$ cat config.mk
export PLATFORM = sky130hd
export DESIGN_NAME = tpm_sqrt
export DESIGN_NICKNAME = d
export VERILOG_FILES = /design/src/tpm_pkg.sv /design/src/tpm_sqrt.sv
export SDC_FILE = /design/constraint.sdc
export NUM_CORES = 2
export LEC_CHECK = 0
export ABC_CLOCK_PERIOD_IN_PS = 9100
export BUFFER_PORTS_ARGS = -buffer_cell sky130_fd_sc_hd__buf_2
export CORE_MARGIN = 2
export CORE_UTILIZATION = 45
export CTS_BUF_LIST = sky130_fd_sc_hd__clkbuf_8
export CTS_CLUSTER_DIAMETER = 50
export DETAILED_ROUTE_END_ITERATION = 6
export SLEW_MARGIN = 20
export SYNTH_ARGS = -nofsm -noshare
export SYNTH_HDL_FRONTEND = slang
export SYNTH_SLANG_ARGS = --single-unit
$ cat constraint.sdc
create_clock -name i_clk -period 9.1 [get_ports i_clk]
set_input_delay 1.365 -clock i_clk [delete_from_list [all_inputs] [get_ports i_clk]]
set_output_delay 1.365 -clock i_clk [all_outputs]
set_load 0.005 [all_outputs]
$ cat src/tpm_pkg.sv
// Package for the track pair matcher: widths, latencies and the arctangent table.
// Used by every module of the block; depends on nothing else.
`default_nettype none

package tpm_pkg;

    // Field widths and fixed-point formats.
    localparam int COORD_WIDTH     = 20;
    localparam int ANGLE_FRAC_BITS = 14;
    localparam int CORDIC_STEPS    = 16;

    localparam int OLIM_W = 19;
    localparam int ALIM_W = 15;

    // Track deltas and the products formed from them.
    localparam int DELTA_W = COORD_WIDTH + 1;
    localparam int PROD_W  = 2 * DELTA_W;
    localparam int DOT_W   = PROD_W + 2;
    localparam int LEN_W   = COORD_WIDTH;
    localparam int LP_W    = 2 * LEN_W;

    // Extrapolation divider: quotient bits, position and offset widths.
    localparam int DIV_N_W = 2 * COORD_WIDTH + 1;
    localparam int PAT_W   = DIV_N_W + 2;
    localparam int OFF_W   = PAT_W + 1;
    localparam int DIV_LAT = DIV_N_W + 2;

    // Arctangent by rotation steps.
    localparam int PRESCALE_BITS = 20;
    localparam int TABLE_FRAC    = 30;
    localparam int CX_W          = DELTA_W + PRESCALE_BITS + 2;
    localparam int CZ_W          = TABLE_FRAC + 2;
    localparam int ANG_SH        = TABLE_FRAC - ANGLE_FRAC_BITS;
    localparam int ANG_W         = CZ_W - ANG_SH;
    localparam int ANGD_W        = ANG_W + 1;
    localparam int CORDIC_LAT    = CORDIC_STEPS + 2;

    // Square root of the summed squares.
    localparam int SQ_STEPS = COORD_WIDTH + 1;
    localparam int SQ_IN_W  = 2 * SQ_STEPS;
    localparam int SQ_REM_W = SQ_STEPS + 3;
    localparam int SQRT_LAT = SQ_STEPS + 2;
    localparam logic [COORD_WIDTH-1:0] RES_MAX = '1;

    // Cosine division.
    localparam int COS_FRAC = 14;
    localparam int COS_W    = 16;
    localparam int COS_Q_W  = COS_FRAC + 1;
    localparam int COS_ONE  = 1 << COS_FRAC;
    localparam int CN_W     = 2 * COORD_WIDTH + 3 + COS_FRAC;
    localparam int COS_LAT  = COS_Q_W + 3;

    // round(atan(2^-i) * 2^30)
    localparam int ATAN_TAB [32] = '{
        843314857, 497837829, 263043837, 133525159, 67021687, 33543516,
        16775851, 8388437, 4194283, 2097149, 1048576, 524288, 262144, 131072,
        65536, 32768, 16384, 8192, 4096, 2048, 1024, 512, 256, 128, 64, 32,
        16, 8, 4, 2, 1, 0
    };

endpackage

`default_nettype wire

$ cat src/tpm_sqrt.sv
// Pipelined digit-by-digit square root, rounded to nearest and saturated to
// the residual range. Depends on tpm_pkg.
`default_nettype none

module tpm_sqrt (
    input  wire logic                              i_clk,
    input  wire logic                              i_en,
    input  wire logic [tpm_pkg::SQ_IN_W-1:0]       i_val,
    input  wire logic                              i_sat,
    output logic [tpm_pkg::COORD_WIDTH-1:0]        o_root
);
    import tpm_pkg::*;

    localparam int S = SQ_STEPS;

    logic [SQ_IN_W-1:0]  r_val  [S+1];
    logic [SQ_REM_W-1:0] r_rem  [S+1];
    logic [S-1:0]        r_root [S+1];
    logic                r_sat  [S+1];

    logic                w_up;
    logic [S:0]          w_rnd;

    always_ff @(posedge i_clk) begin
        if (i_en) begin
            r_val[0]  <= i_val;
            r_rem[0]  <= '0;
            r_root[0] <= '0;
            r_sat[0]  <= i_sat;
        end
    end

    // Two radicand bits and one root bit per stage.
    for (genvar k = 1; k <= S; k++) begin : g_digit
        logic [SQ_REM_W-1:0] w_tr;
        logic [SQ_REM_W-1:0] w_trial;
        logic                w_ge;

        always_comb begin
            w_tr    = {r_rem[k-1][SQ_REM_W-3:0], r_val[k-1][SQ_IN_W-2*k+1 -: 2]};
            w_trial = SQ_REM_W'({r_root[k-1], 2'b01});
            w_ge    = w_tr >= w_trial;
        end

        always_ff @(posedge i_clk) begin
            if (i_en) begin
                r_val[k]  <= r_val[k-1];
                r_sat[k]  <= r_sat[k-1];
                r_rem[k]  <= w_ge ? w_tr - w_trial : w_tr;
                r_root[k] <= {r_root[k-1][S-2:0], w_ge};
            end
        end
    end

    // Round up when the remainder exceeds the root, then saturate.
    always_comb begin
        w_up  = r_rem[S] > SQ_REM_W'(r_root[S]);
        w_rnd = (S+1)'(r_root[S]) + (S+1)'(w_up);
    end

    always_ff @(posedge i_clk) begin
        if (i_en) begin
            if (r_sat[S] || w_rnd > (S+1)'(RES_MAX)) begin
                o_root <= RES_MAX;
            end else begin
                o_root <= w_rnd[COORD_WIDTH-1:0];
            end
        end
    end

endmodule

`default_nettype wire

Word-level counts from Yosys, hierarchy flattened --
Memories as Yosys holds them, arrays and structs flattened. Cells that the tools add are included.
Cells by class: $add $sub $neg 22, multiply operators 0, divide/modulo/power cells 0, magnitude comparators 23, equality and inequality tests 0, shift-type cells 0, multiplexer cells 23, bitwise logic cells 0, reductions and logical operators 1
Operators with widths (number):
- $ge A24 B23 Y1 | 21
- $mux W24 | 21
- $sub A24 B23 Y24 | 21
- $gt A24 B21 Y1 | 1
- $add A21 B1 Y22 | 1
- $gt A22 B20 Y1 const B | 1
- $mux W1 | 2
- $logic_or A1 B1 Y1 | 1
Storage, ports and cells: register bits after elaboration 20, latch bits 0, memory bits (writable) 1936, memory bits (read-only) 0, bits of input ports 45, output and inout port bits 20, word-level logic and storage cells 74, memories kept 4
Memory list:
- r_val | words 22, bits a word 42, rd ports 21, clocked after Yosys merged registers in 0, wr ports 22, RTL line tpm_sqrt.sv:16 | logic [SQ_IN_W-1:0] r_val [S+1];
- r_rem | words 22, bits a word 24, rd ports 22, clocked after Yosys merged registers in 0, wr ports 22, RTL line tpm_sqrt.sv:17 | logic [SQ_REM_W-1:0] r_rem [S+1];
- r_root | words 22, bits a word 21, rd ports 22, clocked after Yosys merged registers in 0, wr ports 22, RTL line tpm_sqrt.sv:18 | logic [S-1:0] r_root [S+1];
- r_sat | words 22, bits a word 1, rd ports 22, clocked after Yosys merged registers in 0, wr ports 22, RTL line tpm_sqrt.sv:19 | logic r_sat [S+1];

Longest topological paths before layout --
An unclocked memory read counts as a cell.
depth in word-level cells 5, mapped depth 20, gate-level depth less buffers 18

Worst setup path after synthesis --
Ideal clock, no wire load.
kind register to register, from mem r_root[2][106] in the netlist's numbering, to reg o_root[10] in the netlist's numbering (data pin), library setup time 268 ps, data arrival time 3342 ps, required time 8832 ps, path slack 5491 ps, stages on the path, launching flop included 21, buffers on the path 2, clock period less this slack 3609 ps, cell sequence edfxtp_1 -> inv_1 -> ha_1 -> nor2b_1 -> o21a_1 -> o21ai_0 -> nand2b_1 -> a21oi_1 -> o21ai_0 -> a21oi_1 -> o2111ai_1 -> o21a_1 -> ha_1 -> ha_1 -> nand3_1 -> nor2_1 -> nand4_1 -> mux2_2 -> clkbuf_1 -> buf_1 -> nand2_1
RTL lines:
- start, declared | RTL line tpm_sqrt.sv:18
- end signal, assigned | RTL line tpm_sqrt.sv:66 | o_root <= w_rnd[COORD_WIDTH-1:0];
- end, declared | RTL line tpm_sqrt.sv:10 | output logic [tpm_pkg::COORD_WIDTH-1:0] o_root

==> reports/qor.csv <==
stage;metric;value;unit
outcome;run status;finished clean;
grt;wire length of the first global-routing pass;151500;µm
layout;final net count;4549;
sta;Hold WS;404.1;ps
sta;unrepaired setup endpoints after global routing;false;
grt;global routing met1 resource utilization;22.20;%
floorplanning;standard-cell rows;126;
layout;layout cell share with drive strength beyond 1;9.769;%
cts;Post-CTS Resized;0;
grt;met2 usage;23.00;%
floorplanning;core region area;0.1179;mm²
setup_path;critical path fanouts, max;27;
sta;time the final worst path needs with I/O delays and setup;4028;ps
pwr;part of the power in combinational logic;17.7;%
placed_design;quantity of I/O buffers inserted on ports;64;
synthesis;most used flip-flop cell after synthesis;sky130_fd_sc_hd__edfxtp_1;
synthesis;number of synthesized flops with an enable pin;1171;
routing;via count of the routed design;30410;
pwr;internal power;9988;µW
floorplanning;die footprint;0.1215;mm²
synthesis;leading area contributor after synthesis;sky130_fd_sc_hd__edfxtp_1;
routing;sum of routed wire length over all layers;93480;µm
sta;Slew headroom;26.90;%
setup_path;cell with the largest stage delay on the worst path;sky130_fd_sc_hd__nand2_1;
worst_hold_path;classification of the worst-slack hold path;reg -> reg;
sta;Final Skew;37.62;ps
layout;number of standard cells in the final layout excluding fillers;5908;
synthesis;cells after synthesis;3998;
synthesis;top cells by count, synth;sky130_fd_sc_hd__edfxtp_1, sky130_fd_sc_hd__inv_1, sky130_fd_sc_hd__ha_1;
placed_design;Cell Area, Placed;0.05573;mm²
synthesis;leading cell type by number of instances after synthesis;sky130_fd_sc_hd__edfxtp_1;
synthesis;synth warn;0;
setup_path;Worst Reg2Reg Path Length in Cells;9;
synthesis;register bit total from synthesis;1171;
setup_path;setup slack of the worst register-to-register path;5070;ps
sta;number of pins exceeding their max-slew limit in the final report;0;
placed_design;HPWL reported at the end of detailed placement;63400;µm
synthesis;top cells by area in the synthesized netlist;sky130_fd_sc_hd__edfxtp_1, sky130_fd_sc_hd__ha_1, sky130_fd_sc_hd__xnor2_1;
cts;root buf cell;sky130_fd_sc_hd__clkbuf_8;
setup_path;endpoint of the worst register-to-register path;r_rem[1][133];
cts;number of H-tree branching levels;4;
cts;Clock Path Buffers;3;
setup_path;worst setup path category;reg -> reg;
sta;sum of negative setup slack;0;ps
grt;total routing resource utilization after global routing;15.45;%
synthesis;number of distinct standard cells referenced by the synthesized netlist;86;
flow_run;max-cap check violation count;0;
synthesis;Syn Area/Cell;13.36;µm²
cts;number of sinks on the clock net;1171;
synthesis;syn nets;4321;
cts;TritonCTS buffer count;194;
setup_path;worst path arrival time;4640;ps
setup_path;chain of cells forming the critical path;ha_1 > nor2b_1 > o21ai_1 > a21boi_0 > o41ai_1 > o31ai_1 > a311oi_1 > nand2_1 > mux2_2;
setup_path;startpoint of the most critical setup path;r_rem[1][96];
floorplanning;Die Span X;348.5;µm
sta;final hold violation count;0;
sta;Peak Freq;248.3;MHz
cts;Hold Buf Count CTS;0;
setup_path;largest incremental delay on the critical path;650;ps
grt;via count of the first global-routing pass;29540;
worst_hold_path;source of the worst hold timing path;r_val[0][222];
layout;final standard cell area without fillers;0.05924;mm²
pwr;IR Drop Worst-Case VDD;0.1803;mV
pwr;leakage dissipation;0.02302;µW
grt;number of antenna violations at the first check in global routing;2;
floorplanning;Initial Utilization;45.30;%
pwr;Sw Ratio;27.46;%
floorplanning;IO Count;65;
setup_path;element type at the critical path start;flop;
cts;buffers inserted during post-CTS setup optimization;0;
grt;met3 usage;3.539;%
grt;largest net degree at the start of global routing;178;
layout;final cell utilization of the core;50.23;%
setup_path;worst endpoint required time;9710;ps
routing;average detailed-routed wire length per instance;15.82;µm
grt;most heavily used metal layer in global routing;met2;
pwr;relative contribution of sequential cells to total power;51.7;%
grt;total overflow reported by the global router;0;
sta;Setup violations, final;0;
synthesis;share of flip-flops with an asynchronous set or reset after synthesis;0;%
sta;part of the cycle the worst path needs;44.26;%
floorplanning;y dimension of the die;348.5;µm
cts;clock tree from TritonCTS;yes;
synthesis;share of the synthesized area in the top cell type;65.83;%
cts;clock transition at the register clock pins on the worst setup and hold paths after CTS;60;ps
cts;clock latency on the worst-skew pair;880;ps
synthesis;synthesized area;0.05342;mm²
setup_path;RR Startpoint;r_rem[1][96];
synthesis;sequential share of the synthesized area;65.83;%
routing;Pre-antenna DRT Iters;6;
setup_path;element type at the critical path end;flop;
placed_design;weighted congestion reported at the end of routability-driven placement;0.8758;
routing;via/cell ratio;5.147;
pwr;power share of the clock group;30.6;%
routing;Detailed Route Iter0 Violations;2360;
layout;Area growth, synth to finish;10.89;%
routing;DRC violations left;0;
pwr;total net switching power;3781;µW
routing;number of nets with antenna violations after routing;0;
pwr;Pwr per Cell Area;232.4;mW/mm²
placed_design;post-placement cell count;5566;
sta;Tightest Pin Transition;1088;ps
setup_path;capture point of the critical path;r_rem[1][133];
==> area by class of cell <==
type,count,area [µm²]
repair buffers,84,555.5
diodes,1,2.502
multi-input cells,2422,16770
clock inverters,146,817.0
clock buffers,195,2684
inverters,353,1325
fillers,10200,58690
flip-flops and latches,1171,35160
well taps,1536,1922
==> metal layers <==
layer,up-vias,routed length (µm)
met5,-,0
met3,171,5165
met1,14390,45040
li1,15220,-
met2,635,41140
met4,0,2130
==> logic make-up after synthesis <==
group	Yosys count	synth area share, %
flops	1171	65.83
simple gates	989	9.130
compound gates	739	8.601
buf+inv	405	2.874
xor+xnor	360	5.902
fa+ha+maj	278	6.511
mux	55	1.150
other cells	1	0.007020
==> registers in the layout, indices dropped and copies added (netlist names) <==
name    flops
r_root    231
o_root     20
r_val     462
r_sat      22
r_rem     436
==> cell usage in the layout, fill, tap and decap left out, drive strengths merged, types with 7 or more instances in the layout <==
cell type,Yosys,layout
edfxtp,1171,1171
inv,353,417
ha,278,278
nand2,270,270
nor2,240,240
a21oi,227,227
xnor2,219,219
clkbuf,39,195
o21ai,192,192
xor2,141,141
a21o,98,98
nor3,92,92
buf,13,84
clkinv,0,70
nand3,61,61
nand2b,60,60
mux2,51,51
nor4,46,46
o21a,42,42
nor2b,41,41
nand4,38,38
or3,35,35
a31oi,26,26
or2,26,26
a211oi,23,23
o31ai,21,21
or4,17,17
and3,15,15
a21boi,13,13
a211o,13,13
nand3b,13,13
o211ai,12,12
o21bai,10,10
and2,10,10
o41ai,8,8
clkinvlp,0,7
nor4b,7,7
==> power groups by stage <==
stage / combinational, µW / clock [µW] / sequential (µW)
after floorplan: 1850 / 0 / 7080
after global placement: 2380 / 0 / 7230
after detailed placement: 2410 / 0 / 7240
after CTS: 2430 / 4400 / 7130
after global routing: 2750 / 4620 / 7190
final: 2430 / 4220 / 7120
==> worst min-delay path by stage <==
stage	endpoint	slack, ps	cells past startpoint
2_1_floorplan	r_sat[0][1]	400	0
3_3_place_gp	r_val[0][147]	400	0
3_5_place_dp	r_sat[2][4]	400	0
4_1_cts	r_val[0][264]	400	0
5_1_grt	r_val[0][302]	410	0
6_report	r_val[0][264]	400	0
==> critical path, delay by kind of cell, from the launching register on <==
kind	cells	cell delay, ps
adders and majority gates	1	360
DFF	1	390
muxes	1	490
and+or+nand+nor	2	800
AOI/OAI and AO/OA	5	1720
==> through the flow <==
step / worst slack, ps / power, µW
3_5_place_dp: 5106 / 9646
2_1_floorplan: 5491 / 8937
5_1_grt: 4771 / 14560
6_report: 5072 / 13770
3_3_place_gp: 5150 / 9604
4_1_cts: 5079 / 13960
No activity file was read; power rests on OpenSTA's default activity.
