`config.mk`:
```
export PLATFORM = sky130hd
export DESIGN_NAME = tpm_atan
export DESIGN_NICKNAME = d
export VERILOG_FILES = /design/src/tpm_pkg.sv /design/src/tpm_atan.sv
export SDC_FILE = /design/constraint.sdc
export NUM_CORES = 2
export LEC_CHECK = 0
export ABC_AREA = 0
export BUFFER_PORTS_ARGS = -buffer_cell sky130_fd_sc_hd__buf_2
export CORE_ASPECT_RATIO = 0.6
export CORE_UTILIZATION = 38
export CTS_CLUSTER_DIAMETER = 50
export CTS_CLUSTER_SIZE = 10
export DETAILED_ROUTE_END_ITERATION = 8
export SLEW_MARGIN = 10
export SYNTH_ARGS = -nofsm -noshare
export SYNTH_HDL_FRONTEND = slang
export SYNTH_SLANG_ARGS = --single-unit
```
`constraint.sdc`:
```
create_clock -name i_clk -period 4.6 [get_ports i_clk]
set_input_delay 0.23 -clock i_clk [delete_from_list [all_inputs] [get_ports i_clk]]
set_output_delay 0.23 -clock i_clk [all_outputs]
set_load 0.05 [all_outputs]
```
`src/tpm_pkg.sv`:
```
// Package for the track pair matcher: widths, latencies and the arctangent table.
// Used by every module of the block; depends on nothing else.
`default_nettype none

package tpm_pkg;

    // Field widths and fixed-point formats.
    localparam int COORD_WIDTH     = 20;
    localparam int ANGLE_FRAC_BITS = 14;
    localparam int CORDIC_STEPS    = 16;

    localparam int OLIM_W = 19;
    localparam int ALIM_W = 15;

    // Track deltas and the products formed from them.
    localparam int DELTA_W = COORD_WIDTH + 1;
    localparam int PROD_W  = 2 * DELTA_W;
    localparam int DOT_W   = PROD_W + 2;
    localparam int LEN_W   = COORD_WIDTH;
    localparam int LP_W    = 2 * LEN_W;

    // Extrapolation divider: quotient bits, position and offset widths.
    localparam int DIV_N_W = 2 * COORD_WIDTH + 1;
    localparam int PAT_W   = DIV_N_W + 2;
    localparam int OFF_W   = PAT_W + 1;
    localparam int DIV_LAT = DIV_N_W + 2;

    // Arctangent by rotation steps.
    localparam int PRESCALE_BITS = 20;
    localparam int TABLE_FRAC    = 30;
    localparam int CX_W          = DELTA_W + PRESCALE_BITS + 2;
    localparam int CZ_W          = TABLE_FRAC + 2;
    localparam int ANG_SH        = TABLE_FRAC - ANGLE_FRAC_BITS;
    localparam int ANG_W         = CZ_W - ANG_SH;
    localparam int ANGD_W        = ANG_W + 1;
    localparam int CORDIC_LAT    = CORDIC_STEPS + 2;

    // Square root of the summed squares.
    localparam int SQ_STEPS = COORD_WIDTH + 1;
    localparam int SQ_IN_W  = 2 * SQ_STEPS;
    localparam int SQ_REM_W = SQ_STEPS + 3;
    localparam int SQRT_LAT = SQ_STEPS + 2;
    localparam logic [COORD_WIDTH-1:0] RES_MAX = '1;

    // Cosine division.
    localparam int COS_FRAC = 14;
    localparam int COS_W    = 16;
    localparam int COS_Q_W  = COS_FRAC + 1;
    localparam int COS_ONE  = 1 << COS_FRAC;
    localparam int CN_W     = 2 * COORD_WIDTH + 3 + COS_FRAC;
    localparam int COS_LAT  = COS_Q_W + 3;

    // round(atan(2^-i) * 2^30)
    localparam int ATAN_TAB [32] = '{
        843314857, 497837829, 263043837, 133525159, 67021687, 33543516,
        16775851, 8388437, 4194283, 2097149, 1048576, 524288, 262144, 131072,
        65536, 32768, 16384, 8192, 4096, 2048, 1024, 512, 256, 128, 64, 32,
        16, 8, 4, 2, 1, 0
    };

endpackage

`default_nettype wire

```
`src/tpm_atan.sv`:
```
// Pipelined vectoring rotations giving atan(num / den) in 2^-ANGLE_FRAC_BITS rad.
// One rotation per stage; depends on tpm_pkg for widths and the angle table.
`default_nettype none

module tpm_atan (
    input  wire logic                               i_clk,
    input  wire logic                               i_en,
    input  wire logic signed [tpm_pkg::DELTA_W-1:0] i_num,
    input  wire logic signed [tpm_pkg::DELTA_W-1:0] i_den,
    output logic signed [tpm_pkg::ANG_W-1:0]        o_angle
);
    import tpm_pkg::*;

    localparam int S = CORDIC_STEPS;

    logic [DELTA_W-1:0]        w_dabs;
    logic signed [DELTA_W-1:0] w_ny;
    logic signed [CZ_W-1:0]    w_zr;

    logic signed [CX_W-1:0] r_x [S+1];
    logic signed [CX_W-1:0] r_y [S+1];
    logic signed [CZ_W-1:0] r_z [S+1];

    // Fold the vector into the right half plane and prescale it.
    always_comb begin
        w_dabs = i_den[DELTA_W-1] ? DELTA_W'(-i_den) : DELTA_W'(i_den);
        w_ny   = i_den[DELTA_W-1] ? -i_num : i_num;
    end

    always_ff @(posedge i_clk) begin
        if (i_en) begin
            r_x[0] <= CX_W'(w_dabs) << PRESCALE_BITS;
            r_y[0] <= CX_W'(w_ny) <<< PRESCALE_BITS;
            r_z[0] <= '0;
        end
    end

    // Each stage rotates towards the x axis and accumulates the angle.
    for (genvar k = 1; k <= S; k++) begin : g_rot
        logic signed [CX_W-1:0] w_xs;
        logic signed [CX_W-1:0] w_ys;

        always_comb begin
            w_xs = r_x[k-1] >>> (k - 1);
            w_ys = r_y[k-1] >>> (k - 1);
        end

        always_ff @(posedge i_clk) begin
            if (i_en) begin
                if (!r_y[k-1][CX_W-1]) begin
                    r_x[k] <= r_x[k-1] + w_ys;
                    r_y[k] <= r_y[k-1] - w_xs;
                    r_z[k] <= r_z[k-1] + CZ_W'(ATAN_TAB[k-1]);
                end else begin
                    r_x[k] <= r_x[k-1] - w_ys;
                    r_y[k] <= r_y[k-1] + w_xs;
                    r_z[k] <= r_z[k-1] - CZ_W'(ATAN_TAB[k-1]);
                end
            end
        end
    end

    // Round half up to the output angle unit.
    always_comb begin
        w_zr = r_z[S] + CZ_W'(1 << (ANG_SH - 1));
    end

    always_ff @(posedge i_clk) begin
        if (i_en) begin
            o_angle <= ANG_W'(w_zr >>> ANG_SH);
        end
    end

endmodule

`default_nettype wire

```
* After elaboration in Yosys (flattened, before gate mapping)
Memories as Yosys holds them, arrays and structs flattened.
Cells that the tools add are included.
** Cells by class
- Add/sub/neg operators :: 98
- Multiply operators :: 0
- Divide/modulo/power cells :: 0
- Magnitude comparators :: 0
- Eq/ne operators :: 0
- Shift operators :: 0
- Muxes and demuxes :: 148
- Bitwise gates (word level) :: 48
- Reduce and logical (&&, ||, !) cells :: 0
** Operators with widths (count)
- $mux 43 :: 32
- $mux 32 :: 16
- $mux 1 :: 98
- $add 43x28->43 :: 2
- $add 43x29->43 :: 2
- $add 43x30->43 :: 2
- $add 43x31->43 :: 2
- $add 43x32->43 :: 2
- $add 43x33->43 :: 2
- $add 43x34->43 :: 2
- $add 43x35->43 :: 2
- $add 43x36->43 :: 2
- $add 43x37->43 :: 2
- $add 43x38->43 :: 2
- $add 43x39->43 :: 2
- $add 43x40->43 :: 2
- $add 43x41->43 :: 2
- $add 43x42->43 :: 2
- $sub 43x28->43 :: 2
- $sub 43x29->43 :: 2
- $sub 43x30->43 :: 2
- $sub 43x31->43 :: 2
- $sub 43x32->43 :: 2
- $sub 43x33->43 :: 2
- other kinds (44) :: 106
** Storage, ports and cells
- Bits in registers :: 16
- Bits in latches :: 0
- Bits in writable memories :: 2006
- ROM bits :: 0
- Input port bits :: 44
- Output and inout port bits :: 16
- Word-level logic and storage cells :: 298
- Memories :: 3
** Memories
- r_x :: words 17, bits a word 43, read ports 16, clocked after memory_dff 0, write ports 17, RTL line tpm_atan.sv:20 : logic signed [CX_W-1:0] r_x [S+1];
- r_y :: words 17, bits a word 43, read ports 16, clocked after memory_dff 0, write ports 17, RTL line tpm_atan.sv:21 : logic signed [CX_W-1:0] r_y [S+1];
- r_z :: words 17, bits a word 32, read ports 17, clocked after memory_dff 0, write ports 17, RTL line tpm_atan.sv:22 : logic signed [CZ_W-1:0] r_z [S+1];

* Longest topological paths before layout
- Depth in word-level cells :: 4
- Mapped depth :: 23
- Depth with buffers taken out :: 22

* Least setup slack after synthesis
No wires, ideal clock.
- Path type :: flip-flop to flip-flop
- Start :: memory r_x[7][14] in the netlist's numbering
- End :: memory r_y[8][42] in the netlist's numbering, data pin
- Library setup time :: 0.268 ns
- Arrival time :: 4.898 ns
- Required time :: 4.332 ns
- Path slack :: -0.566 ns
- Cell stages (with the launch flop) :: 19
- Buffers on the path :: 0
- Clock period less this slack :: 5.166 ns
- Cells stage by stage :: edfxtp_1 -> or4_4 -> or3_4 -> or4b_4 -> or2_1 -> or4_4 -> o31ai_2 -> xnor2_1 -> ha_1 -> a21o_1 -> a21o_1 -> a21oi_1 -> and2_0 -> a31oi_1 -> a221oi_1 -> o21ai_1 -> nor4b_1 -> a211oi_1 -> xor2_1
** RTL lines (RTL line)
- start, declared :: tpm_atan.sv:20
- end, declared :: tpm_atan.sv:21

==> flow_metrics.env <==
export IMPL_whs_path_depth=2
export IMPL_synthCells=13606
export IMPL_rsz0062_at_grt="true"
export IMPL_synth_top_family_by_area="compound AO/OA/AOI/OAI gates"
export IMPL_min_from="i_num[0]"
export IMPL_grt_max_degree=122
export IMPL_final_nets=18403
export IMPL_timing_rr_start="r_x[9][13]"
export IMPL_htreeDepth=4
export IMPL_root_buffer="clkbuf_16"
export IMPL_period_share_pct=113
export IMPL_die_h_um=451
export IMPL_synth_edf_count=1442
export IMPL_final_layout_size_suffix_gt1_share_pct=27.5
export IMPL_status="finished with violations"
export IMPL_synth_top_cell_area_share_pct=34.0
export IMPL_netlist_area_um2=128000
export IMPL_synth_seq_area_share_pct=34.0
export IMPL_hold_viol_final=0
export IMPL_track_usage_pct=23.4
export IMPL_syn_nets=15140
export IMPL_finalClockSkew_ns=0.0987
export IMPL_synth_adder_area_share_pct=14.8
export IMPL_endpoint_kind="flip-flop"
export IMPL_port_buffers=59
export IMPL_ioPinCount=60
export IMPL_dr_pass1_iters=9
export IMPL_max_cap_violations=0
export IMPL_fp_dieW_um=750
export IMPL_dp_cells=20870
export IMPL_yosys_area_top_type="edfxtp_1"
export IMPL_violations="negative setup slack"
export IMPL_start_util_pct=38.3
export IMPL_layout_commonest_cell="buf_4"
export IMPL_holdWs_ns=0.117
export IMPL_dieArea_um2=338000
export IMPL_max_freq_mhz=193
export IMPL_grt_pass1_wl_mm=631
export IMPL_layout_common_cells="3109 x buf_4, 1442 x edfxtp_1, 1402 x ha_1, 1227 x xnor2_1, 1182 x a21oi_1"
export IMPL_fin_cells=21422
export IMPL_reg2reg_to="r_y[10][41]"
export IMPL_synthMuxAreaShare_pct=0.462
export IMPL_dpl_instance_area_um2=156000
export IMPL_setup_viol=80
export IMPL_synth_distinct_cells=115
export IMPL_remaining_drc_errors=0
export IMPL_ys_ff_latch=1442
export IMPL_critPathMaxFanout=4
export IMPL_viasPerCell=5.44
export IMPL_drt_iter0_drc=11317
export IMPL_reg2regPathDepth=19
export IMPL_drtAntennaViolNets=0
export IMPL_setup_ws_ns=-0.582
export IMPL_synthFlopType="edfxtp_1"
export IMPL_wl_mm=414
export IMPL_clkTransAtPathRegs_ns=0.05
export IMPL_clk_path_buf_depth=4
export IMPL_antenna_found_initial=6
export IMPL_post_drt_wl_per_cell_um=19.3
export IMPL_vias=116571
export IMPL_dp_hpwl_mm=332
export IMPL_cts_made_buffers=192
export IMPL_synthTopCellsByArea="edfxtp_1 34%, ha_1 14%, xnor2_1 8.7%"
export IMPL_maxSlewViolCount=0
export IMPL_critPathArrivalTime_ns=5.74
export IMPL_async_flop_share_pct=0
export IMPL_areaGrowthSynthToFinish_pct=33.1
export IMPL_max_slew_worst_pin_slew_ns=1.16
export IMPL_synth_compound_area_share_pct=20.9
export IMPL_cp_start_kind="flip-flop"
export IMPL_r2r_slack_ns=-0.58
export IMPL_synthXorXnorAreaFrac_pct=13.6
export IMPL_cts_tree="yes"
export IMPL_syn_area_per_cell_um2=9.37
export IMPL_grt_overflow_total=0
export IMPL_relSlewSlack_pct=22.6
export IMPL_grt_pass1_vias=108149
export IMPL_place_gp_congestion=0.979
export IMPL_yosysWarnings=0
export IMPL_final_area_um2=170000
export IMPL_fp_coreArea_um2=333000
export IMPL_worstPathRequired_ns=5.16
export IMPL_min_path_type="in2reg"
export IMPL_cts_sinks=1442
export IMPL_num_rows=164
export IMPL_yosys_area_share_simple_pct=13.7
export IMPL_fin_crit_ns=5.18
export IMPL_hold_end="r_y[0][20]"
export IMPL_clk_latency_ns=0.92
export IMPL_critical_path_class="reg2reg"
[flip-flops by register name, indices dropped and copies added (netlist names)]
register and flops:
o_angle 16, r_x 524, r_z 369, r_y 533
[cell families (layout without fill, tap and decap cells)]
family	Yosys count	in the layout
adder cells (fa/ha/maj)	1490	1490
XOR/XNOR	1976	1976
other	0	5
flip-flops	1442	1442
buffers and inverters	876	4205
multiplexers	57	57
AND/OR/NAND/NOR	3583	3583
AO/OA/AOI/OAI	4182	4182
[how the worst max path moves through the flow]
stage                        to  slack [ns]        from
CTS                  r_y[8][41]       -0.59  r_x[7][14]
global route        r_y[10][41]       -0.72  r_x[9][13]
floorplan            r_y[8][42]       -0.32  r_x[7][14]
finish              r_y[10][41]       -0.58  r_x[9][13]
global placement    r_y[10][41]       -0.81  r_x[9][13]
detailed placement  r_y[10][41]       -0.79  r_x[9][13]
[synthesized netlist by cell type (75+ instances only)]
| library cell | count |
|---|---|
| ha_1 | 1454 |
| edfxtp_1 | 1442 |
| a21oi_1 | 1366 |
| xnor2_1 | 1264 |
| nor2_1 | 1018 |
| nand2_1 | 873 |
| o21ai_0 | 799 |
| xor2_1 | 712 |
| a21o_1 | 648 |
| inv_1 | 565 |
| nor3_1 | 303 |
| clkbuf_1 | 264 |
| nand3_1 | 226 |
| nand2b_1 | 207 |
| nor2b_1 | 186 |
| o31ai_1 | 169 |
| o21a_1 | 168 |
| o21bai_1 | 166 |
| nand4_1 | 158 |
| and3_1 | 137 |
| a31oi_1 | 114 |
| o41ai_1 | 111 |
| a211oi_1 | 105 |
| nor4_1 | 94 |
| or3_1 | 82 |
| o211ai_1 | 75 |
[repair_timing]
action                                 4_1_cts  5_1_grt
hold buffers                                73        0
endpoints found under the hold margin       62        0
buffers inserted                           113      158
resized for setup                          563      907
setup endpoints to repair                  207      304
gates cloned                                 0        1
pin swaps                                  298      588
[layout make-up]
| class | instances | area (um2) |
|---|---|---|
| Antenna cell | 5 | 12.5 |
| Clock buffer | 205 | 4870 |
| Clock inverter | 55 | 470 |
| Fill cell | 30462 | 164000 |
| Inverter | 572 | 2160 |
| Multi-Input combinational cell | 11288 | 87300 |
| Sequential cell | 1442 | 43300 |
| Tap cell | 4482 | 5610 |
| Timing Repair Buffer | 3373 | 26000 |
[metal layers]
layer,track usage [%],vias up,wire length (um),part of all wire [%]
met4,3.15,2,5170,1.2
li1,-,57045,-,-
met1,39.2,55317,219000,53
met3,5.89,312,41900,10
met2,29.3,3895,149000,36
met5,0,-,17,0.0041
[through the flow]
step | worst slack [ns] | util [%] | TNS [ns]
after CTS | -0.585 | 49.4 | -13.36
after global routing | -0.716 | 50.9 | -36.97
final | -0.582 | 50.9 | -18.05
after detailed placement | -0.794 | 46.6 | -53.65
after global placement | -0.807 | 46.6 | -51.23
after floorplan | -0.321 | - | -1.33
[critical path: stages, from the launching register on]
cell      delay (ns)
edfxtp_1        0.38
or4_4           0.59
nor3_4          0.17
nand2_2         0.13
nor2_4          0.17
and3b_2         0.29
nand2_2         0.09
or4_4           0.48
o21ai_2         0.15
xnor2_1         0.14
ha_1            0.29
a21oi_2         0.18
o21ai_1         0.11
a21oi_2         0.18
o21ai_2         0.10
o311ai_2        0.26
o22ai_1         0.14
or3_4           0.35
and4b_1         0.19
or4_1           0.49
Power is not shown: default switching activity piles up to over one toggle a cycle in this logic, so the estimate is an artifact.
