<file path="src/tpm_pkg.sv">
// Package for the track pair matcher: widths, latencies and the arctangent table.
// Used by every module of the block; depends on nothing else.
`default_nettype none

package tpm_pkg;

    // Field widths and fixed-point formats.
    localparam int COORD_WIDTH     = 20;
    localparam int ANGLE_FRAC_BITS = 14;
    localparam int CORDIC_STEPS    = 16;

    localparam int OLIM_W = 19;
    localparam int ALIM_W = 15;

    // Track deltas and the products formed from them.
    localparam int DELTA_W = COORD_WIDTH + 1;
    localparam int PROD_W  = 2 * DELTA_W;
    localparam int DOT_W   = PROD_W + 2;
    localparam int LEN_W   = COORD_WIDTH;
    localparam int LP_W    = 2 * LEN_W;

    // Extrapolation divider: quotient bits, position and offset widths.
    localparam int DIV_N_W = 2 * COORD_WIDTH + 1;
    localparam int PAT_W   = DIV_N_W + 2;
    localparam int OFF_W   = PAT_W + 1;
    localparam int DIV_LAT = DIV_N_W + 2;

    // Arctangent by rotation steps.
    localparam int PRESCALE_BITS = 20;
    localparam int TABLE_FRAC    = 30;
    localparam int CX_W          = DELTA_W + PRESCALE_BITS + 2;
    localparam int CZ_W          = TABLE_FRAC + 2;
    localparam int ANG_SH        = TABLE_FRAC - ANGLE_FRAC_BITS;
    localparam int ANG_W         = CZ_W - ANG_SH;
    localparam int ANGD_W        = ANG_W + 1;
    localparam int CORDIC_LAT    = CORDIC_STEPS + 2;

    // Square root of the summed squares.
    localparam int SQ_STEPS = COORD_WIDTH + 1;
    localparam int SQ_IN_W  = 2 * SQ_STEPS;
    localparam int SQ_REM_W = SQ_STEPS + 3;
    localparam int SQRT_LAT = SQ_STEPS + 2;
    localparam logic [COORD_WIDTH-1:0] RES_MAX = '1;

    // Cosine division.
    localparam int COS_FRAC = 14;
    localparam int COS_W    = 16;
    localparam int COS_Q_W  = COS_FRAC + 1;
    localparam int COS_ONE  = 1 << COS_FRAC;
    localparam int CN_W     = 2 * COORD_WIDTH + 3 + COS_FRAC;
    localparam int COS_LAT  = COS_Q_W + 3;

    // round(atan(2^-i) * 2^30)
    localparam int ATAN_TAB [32] = '{
        843314857, 497837829, 263043837, 133525159, 67021687, 33543516,
        16775851, 8388437, 4194283, 2097149, 1048576, 524288, 262144, 131072,
        65536, 32768, 16384, 8192, 4096, 2048, 1024, 512, 256, 128, 64, 32,
        16, 8, 4, 2, 1, 0
    };

endpackage

`default_nettype wire

</file>
<file path="src/tpm_cos_div.sv">
// Pipelined divider for the cosine: round(dot * 2^14 / (len_ref * len_cand)),
// half away from zero, saturated at one. Depends on tpm_pkg.
`default_nettype none

module tpm_cos_div (
    input  wire logic                             i_clk,
    input  wire logic                             i_en,
    input  wire logic signed [tpm_pkg::DOT_W-1:0] i_dot,
    input  wire logic [tpm_pkg::LP_W-1:0]         i_lp,
    output logic signed [tpm_pkg::COS_W-1:0]      o_cos
);
    import tpm_pkg::*;

    localparam int Q = COS_Q_W;

    logic [DOT_W-1:0] w_mag;
    logic [CN_W-1:0]  w_np;
    logic [CN_W-1:0]  w_hi;

    logic [CN_W-1:0]  r_np;
    logic [LP_W-1:0]  r_ud_a;
    logic             r_neg_a;

    logic [LP_W-1:0]  r_ud  [Q+1];
    logic [LP_W-1:0]  r_rem [Q+1];
    logic [Q-1:0]     r_low [Q+1];
    logic [Q-1:0]     r_quo [Q+1];
    logic             r_ovf [Q+1];
    logic             r_neg [Q+1];

    logic [Q-1:0]            w_q;
    logic signed [COS_W-1:0] w_qs;

    // Magnitude of the scaled dot product with the rounding bias.
    always_comb begin
        w_mag = i_dot[DOT_W-1] ? DOT_W'(-i_dot) : DOT_W'(i_dot);
        w_np  = (CN_W'(w_mag) << COS_FRAC) + CN_W'(i_lp >> 1);
    end

    always_ff @(posedge i_clk) begin
        if (i_en) begin
            r_np    <= w_np;
            r_ud_a  <= i_lp;
            r_neg_a <= i_dot[DOT_W-1];
        end
    end

    // A quotient of 2^Q or more is saturated outright; otherwise the high part
    // is already a valid partial remainder.
    always_comb begin
        w_hi = r_np >> Q;
    end

    always_ff @(posedge i_clk) begin
        if (i_en) begin
            r_ovf[0] <= w_hi >= CN_W'(r_ud_a);
            r_rem[0] <= w_hi[LP_W-1:0];
            r_low[0] <= r_np[Q-1:0];
            r_ud[0]  <= r_ud_a;
            r_neg[0] <= r_neg_a;
            r_quo[0] <= '0;
        end
    end

    for (genvar k = 1; k <= Q; k++) begin : g_step
        logic [LP_W:0]   w_trial;
        logic            w_ge;

        always_comb begin
            w_trial = {r_rem[k-1], r_low[k-1][Q-k]};
            w_ge    = w_trial >= {1'b0, r_ud[k-1]};
        end

        always_ff @(posedge i_clk) begin
            if (i_en) begin
                r_rem[k] <= w_ge ? LP_W'(w_trial - {1'b0, r_ud[k-1]}) : w_trial[LP_W-1:0];
                r_quo[k] <= {r_quo[k-1][Q-2:0], w_ge};
                r_low[k] <= r_low[k-1];
                r_ud[k]  <= r_ud[k-1];
                r_ovf[k] <= r_ovf[k-1];
                r_neg[k] <= r_neg[k-1];
            end
        end
    end

    // Clamp to one and restore the sign.
    always_comb begin
        if (r_ovf[Q] || r_quo[Q] > Q'(COS_ONE)) begin
            w_q = Q'(COS_ONE);
        end else begin
            w_q = r_quo[Q];
        end
        w_qs = COS_W'(w_q);
    end

    always_ff @(posedge i_clk) begin
        if (i_en) begin
            o_cos <= r_neg[Q] ? -w_qs : w_qs;
        end
    end

endmodule

`default_nettype wire

</file>
<file path="config.mk">
export PLATFORM = sky130hd
export DESIGN_NAME = tpm_cos_div
export DESIGN_NICKNAME = d
export VERILOG_FILES = /design/src/tpm_pkg.sv /design/src/tpm_cos_div.sv
export SDC_FILE = /design/constraint.sdc
export NUM_CORES = 2
export LEC_CHECK = 0
export BUFFER_PORTS_ARGS = -buffer_cell sky130_fd_sc_hd__buf_4
export CAP_MARGIN = 20
export CELL_PAD_IN_SITES_DETAIL_PLACEMENT = 1
export CELL_PAD_IN_SITES_GLOBAL_PLACEMENT = 2
export CORE_ASPECT_RATIO = 0.7
export CORE_MARGIN = 4
export CORE_UTILIZATION = 39
export DETAILED_ROUTE_END_ITERATION = 10
export PLACE_DENSITY_LB_ADDON = 0.3
export SETUP_SLACK_MARGIN = 0.2
export SLEW_MARGIN = 20
export SYNTH_ARGS = -nofsm -noshare
export SYNTH_HDL_FRONTEND = slang
export SYNTH_SLANG_ARGS = --single-unit
</file>
<file path="constraint.sdc">
create_clock -name i_clk -period 4.4 [get_ports i_clk]
set_input_delay 0.88 -clock i_clk [delete_from_list [all_inputs] [get_ports i_clk]]
set_output_delay 0.88 -clock i_clk [all_outputs]
set_load 0.03 [all_outputs]
</file>
Yosys cells after proc, flatten, opt, wreduce, memory -nomap -nowiden
Memories as Yosys holds them, arrays and structs flattened.
Index checks and enable logic that the tools add are counted.
W data, S select, Z words.
{"block": "classes", "muxes": 20, "magnitude_cmp": 17, "n_addsub": 18, "reduce_logical": 1}
{"operator": "$ge A41 B40 Y1", "n": 15}
{"operator": "$mux W40", "n": 15}
{"operator": "$sub A40 B40 Y40", "n": 15}
{"operator": "$add A57 B39 Y57", "n": 1}
{"operator": "$mux W43", "n": 1}
{"operator": "$neg A43 Y43", "n": 1}
{"operator": "$ge A42 B40 Y1", "n": 1}
{"operator": "$mux W15", "n": 2}
{"operator": "$neg A15 Y16", "n": 1}
{"operator": "$gt A15 B15 Y1 const B", "n": 1}
{"operator": "$mux W1", "n": 2}
{"operator": "$logic_or A1 B1 Y1", "n": 1}
{"block": "word_totals", "memories": 6, "in_bits": 86, "ff_bits": 114, "out_inout_bits": 16, "mem_bits_rw": 1792}
{"memory": "r_rem", "depth": 16, "width": 40, "read_ports": 15, "rd_ports_with_merged_regs": 0, "wr": 16, "line_no": "tpm_cos_div.sv:25", "source": "logic [LP_W-1:0] r_rem [Q+1];"}
{"memory": "r_ud", "depth": 16, "width": 40, "read_ports": 15, "rd_ports_with_merged_regs": 0, "wr": 16, "line_no": "tpm_cos_div.sv:24", "source": "logic [LP_W-1:0] r_ud [Q+1];"}
{"memory": "r_low", "depth": 16, "width": 15, "read_ports": 15, "rd_ports_with_merged_regs": 0, "wr": 16, "line_no": "tpm_cos_div.sv:26", "source": "logic [Q-1:0] r_low [Q+1];"}
{"memory": "r_quo", "depth": 16, "width": 15, "read_ports": 16, "rd_ports_with_merged_regs": 0, "wr": 16, "line_no": "tpm_cos_div.sv:27", "source": "logic [Q-1:0] r_quo [Q+1];"}
{"memory": "r_neg", "depth": 16, "width": 1, "read_ports": 16, "rd_ports_with_merged_regs": 0, "wr": 16, "line_no": "tpm_cos_div.sv:29", "source": "logic r_neg [Q+1];"}
{"memory": "r_ovf", "depth": 16, "width": 1, "read_ports": 16, "rd_ports_with_merged_regs": 0, "wr": 16, "line_no": "tpm_cos_div.sv:28", "source": "logic r_ovf [Q+1];"}

Longest topological paths before layout
An unclocked memory read counts as a cell.
{"block": "depth", "ltp_word": 6, "ltp_mapped": 19, "mapped_depth_nobuf": 19}

Worst setup path after synthesis
OpenSTA, ideal clock, no wires.
{"block": "synth_path", "kind": "input port to flip-flop", "from": "input i_dot[43] (netlist bit)", "to": "register r_np[52], data pin", "cell_stages": 17, "path_buffers": 4, "t_arrival_ns": 4.519, "path_slack_ns": -0.391, "cell_sequence": "clkbuf_1 > clkbuf_1 > clkbuf_1 > clkbuf_1 > o21ai_0 > xnor2_1 > ha_1 > a21oi_1 > o21ai_0 > a2111oi_0 > o21ai_0 > a21oi_1 > o31ai_1 > a211oi_1 > nand3b_4 > nor2_1 > xnor2_1"}
{"block": "synth_between", "elab_chain_cells": 2}
{"item": "start: declaration", "line_no": "tpm_cos_div.sv:8", "source": "input wire logic signed [tpm_pkg::DOT_W-1:0] i_dot,"}
{"item": "$mux W43", "line_no": "tpm_cos_div.sv:36", "source": "w_mag = i_dot[DOT_W-1] ? DOT_W'(-i_dot) : DOT_W'(i_dot);"}
{"item": "$add A57 B39 Y57", "line_no": "tpm_cos_div.sv:37", "source": "w_np = (CN_W'(w_mag) << COS_FRAC) + CN_W'(i_lp >> 1);"}
{"item": "via w_np[52]", "line_no": "tpm_cos_div.sv:17", "source": "logic [CN_W-1:0] w_np;"}
{"item": "end signal: assignment", "line_no": "tpm_cos_div.sv:42", "source": "r_np <= w_np;"}
{"item": "end: declaration", "line_no": "tpm_cos_div.sv:20", "source": "logic [CN_W-1:0] r_np;"}
The timed path passes the listed nets, and every way through them passes these cells.
A chain may end at the register's enable or synchronous reset.

==> flow_results.org <==
** Timing
- The hold violation count in the final report is 0.
- Static timing analysis puts the maximum clock frequency at approximately 240 MHz.
- Minimum clock period after layout :: about 4.2 ns
- Worst rel slew slack :: about a quarter
- RSZ-0062 raised after global routing :: true
- Worst slew pin tran :: between 1 and 1.5 ns
- Setup slack on the critical path of the routed design comes to 0.184 ns.
- The final critical path takes up a little over nine tenths of the cycle.
- Fin. max-slew vios :: 0
- Between clock sinks in the finished design, the worst skew comes to approximately 0.038 ns.
- Number of setup violations in the final report :: 0
- Final setup TNS :: 0 ns

** Layout
- Final core utilization :: 45.3%
- Final standard cell count with taps included and fillers excluded :: roughly 12000
- Share of layout cells above drive strength 1 :: about an eighth
- Highest-count cells in the layout ignoring fill and taps :: edfxtp_1 (1453), inv_1 (776), a21oi_1 (766)
- Area added between synthesis and finish :: 15.2%
- The filler cells instantiated in the layout total between 20000 and 25000.
- Leaving out fill and tap cells, the most frequent cell in the layout is edfxtp_1.
- Final net count :: 9343

** Pwr
- The internal power of the cells totals 43.7 mW.
- Maximum resistive drop on vdd :: approximately 0.46 mV
- Sequential fraction of design power :: between 30% and 40%
- Combinational Power Share :: 49.7%
- Clock power share :: 19.1%
- For this design the ratio of total power to cell area is 739 nW/µm².
- Switch Pwr :: ~30 mW
- Of the total power, the share spent switching nets is 40.9%.
- Power Total :: 73.9 mW
- Standby leakage power :: approximately 41 nW

** Routing
- Drt drc :: 0
- Initial DRT Pass Iterations :: 6
- Detailed-route via count :: roughly 66000
- Initial detailed-routing violation count :: ~6900
- Via density per instance :: ~5.7
- Drt wl/cell :: 24.0 µm
- For this block, the routed nets add up to between 200 and 300 mm of wire.
- Number of nets with antenna violations after routing :: 0

** Worst hold path
- The path class of the tightest hold or removal check is input pin to flop.

** Setup path
- Worst path slowest cell :: edfxtp_1
- Slowest stage delay, CP :: approximately 0.53 ns
- Critical path buffers and inverters :: 6
- In this design, the critical path's most frequently occurring cell is buf_4.
- Endpoint of the most critical setup path :: r_rem[0][47]$_DFFE_PP_
- Counting buffers and inverters, the worst setup path is 16 cells deep.
- Worst Path Required :: between 4 and 5 ns
- The cell family contributing the most delay on the critical path is compound AO/OA/AOI/OAI gates.
- Cell chain of the critical path :: inv_1 -> ha_1 -> and3_1 -> and4_1 -> and3_1 -> a221o_1 -> buf_12 -> a211oi_1 -> buf_4 -> a21oi_1 -> o21ai_2 -> o21ba_2 -> buf_12 -> buf_4 -> o21ai_0 -> buf_4
- Type of the setup path with the least slack :: flop to flop
- Launching instance or port of the critical path :: r_low[0][7]$_DFFE_PP_
- Destination of the worst register-to-register timing path :: r_rem[0][47]$_DFFE_PP_
- Worst R2R Setup Slack :: 0.18 ns
- The worst setup path is captured at a flop.
- Worst EP arrival :: 4.76 ns
- Worst reg2reg startpoint :: r_low[0][7]$_DFFE_PP_
- In this run the worst path has a maximum fanout of 26.
- STA classifies the critical path startpoint as a flop.
- Depth of the worst register-to-register path :: 16

** Clock tree
- Clock Tree Root :: clkbuf_16
- Clk slew on worst S/H paths :: 0.06 ns
- The longest clock path from root to sink contains 3 buffers.
- TritonCTS built the clock tree.
- Cts bufs inserted :: 160
- Clk sink count :: 1453
- H-Tree Level Count :: 4
- # hold bufs at CTS :: 0
- The clock reaches the later pin of the worst-skew pair after around 0.8 ns.

** Global routing
- The number of global-route vias before repair came to around 65000.
- First-pass GRT wire length :: approximately 410 mm
- Summed over all layers, the global routing overflow is 0.
- For this run, the total global-route usage over all layers was measured as between 20% and 30%.
- The initial antenna violation count was 12.
- Entering global routing, the biggest net connects 95 pins.

** Floorplanning
- Once the floorplan was initialized, standard cells occupied 39.3% of the core.
- Floorplan row count :: between 100 and 150
- 102 I/O pins were placed.
- The die is ~400 µm tall.
- The die covers 230000 µm².
- From left edge to right edge, the die measures around 570 µm.
- Area inside the core boundary :: 221000 µm²

** Yosys
- Summed instance area of the synthesized netlist :: 86700 µm²
- Sequential cell area fraction in the yosys report :: just over 50%
- Count of state elements after synthesis :: approximately 1500
- Post-synthesis cell count :: ~8000
- Among all flip-flop cells after synthesis, the most frequent one is edfxtp_1.
- Synth async-reset ratio :: 0%
- The number of nets handed over by synthesis was between 8000 and 9000.
- Yosys warns :: 0
- The synthesized design contains 1453 enable-type register cells.
- Synth area leader :: edfxtp_1
- Summed over its instances, the top area cell type makes up ~50% of the synthesized netlist area.
- Count of different cell masters after synthesis :: around 100
- Average instance area after synthesis :: roughly 11 µm²
- Largest cells by area after synthesis :: edfxtp_1 (50%), ha_1 (9.6%), a21oi_1 (4.5%), inv_1 (3.4%), xnor2_1 (3.3%)

** Place
- Pre-CTS worst setup slack :: -0.554 ns
- Routability-driven placement finished with a final weighted congestion of 0.943.
- The wire-length estimate of the detail-placed layout is ~220 mm.
- IO buf count :: between 100 and 150
- After detailed placement, the design holds a cell count of ~11000.

** Outcome
- Run status :: completed

** Flow run
- Max-cap violation count :: 0
[through the flow]
step                cell area (µm²)  hold WS, ns
global placement              94000        0.401
detailed placement            94000        0.405
global route                  99900        0.185
finish                        99900        0.241
CTS                           99500        0.169
floorplan                     86800        0.400
[how the worst min path moves through the flow]
stage / startpoint / endpoint / slack (ns) / cells after the start
after floorplan: r_np[14]$_DFFE_PP_ / r_low[0][14]$_DFFE_PP_ / 0.40 / 0
after global placement: r_quo[13][6]$_DFFE_PP_ / r_quo[14][7]$_DFFE_PP_ / 0.40 / 0
after detailed placement: r_ovf[14]$_DFFE_PP_ / r_ovf[15]$_DFFE_PP_ / 0.41 / 0
after CTS: i_lp[9] / r_np[8]$_DFFE_PP_ / 0.17 / 1
after global routing: i_lp[7] / r_np[6]$_DFFE_PP_ / 0.19 / 1
final: i_lp[9] / r_np[8]$_DFFE_PP_ / 0.24 / 1
[repair_timing]
| action | in CTS | in global routing |
|---|---|---|
| gates cloned | 0 | 1 |
| gates resized for setup | 13 | 69 |
| setup buffers | 3 | 10 |
| setup endpoints to repair | 125 | 260 |
| pin swaps | 1 | 4 |
[cells in the mapped netlist (89+ instances only)]
| cell type | n |
|---|---|
| clkbuf_1 | 163 |
| nor3_1 | 94 |
| nor2b_1 | 104 |
| nand4_1 | 125 |
| o21ai_0 | 521 |
| o21a_1 | 89 |
| nand3_1 | 143 |
| xnor2_1 | 329 |
| mux2_2 | 160 |
| a21o_1 | 295 |
| edfxtp_1 | 1453 |
| inv_1 | 778 |
| nor2_1 | 528 |
| a21oi_1 | 773 |
| nand2_1 | 578 |
| xor2_1 | 249 |
| ha_1 | 668 |
[cell families after synthesis]
logic type               Yosys count  share of synthesized area, %
AO/OA/AOI/OAI                   2281                          16.5
AND/OR/NAND/NOR                 1917                          10.6
flip-flops                      1453                          50.3
buffers and inverters           1022                          4.54
adder cells (fa/ha/maj)          683                          9.98
XOR/XNOR                         578                          5.84
multiplexers                     176                          2.27
[routing by layer]
metal	wire length, µm	vias to the layer above	global-route usage (%)
met5	161	-	0.398
met4	2890	6	3.22
met3	28900	199	7.89
met2	98100	1970	28.4
met1	149000	32900	39.6
li1	-	30700	-
[layout make-up]
| type | count | area, µm² | area share [%] |
|---|---|---|---|
| Tap cell | 2920 | 3650 | 3.66 |
| Clock buffer | 188 | 4110 | 4.11 |
| Inverter | 779 | 2940 | 2.94 |
| Clock inverter | 101 | 1280 | 1.28 |
| Timing Repair Buffer | 545 | 4620 | 4.62 |
| Sequential cell | 1453 | 43600 | 43.7 |
| Antenna cell | 2 | 5.00 | 0.00501 |
| Multi-Input combinational cell | 5635 | 39700 | 39.7 |
[power by group through the flow]
stage	logic, mW	clock network (mW)	registers [mW]
final	36.7	14.1	23.0
after global placement	34.3	0	23.2
after global routing	40.1	15.1	23.3
after detailed placement	35.1	0	23.2
after floorplan	23.7	0	21.8
after CTS	35.7	14.5	23.0
[sequential cells by signal, indices dropped and copies added, names as in the netlist, 16 cells and up]
| signal | cells |
|---|---|
| o_cos | 16 |
| r_low | 211 |
| r_neg | 16 |
| r_np | 57 |
| r_ovf | 16 |
| r_quo | 120 |
| r_rem | 600 |
| r_ud | 390 |
| r_ud_a | 26 |
Note: power is estimated with default switching activity, not from simulation.
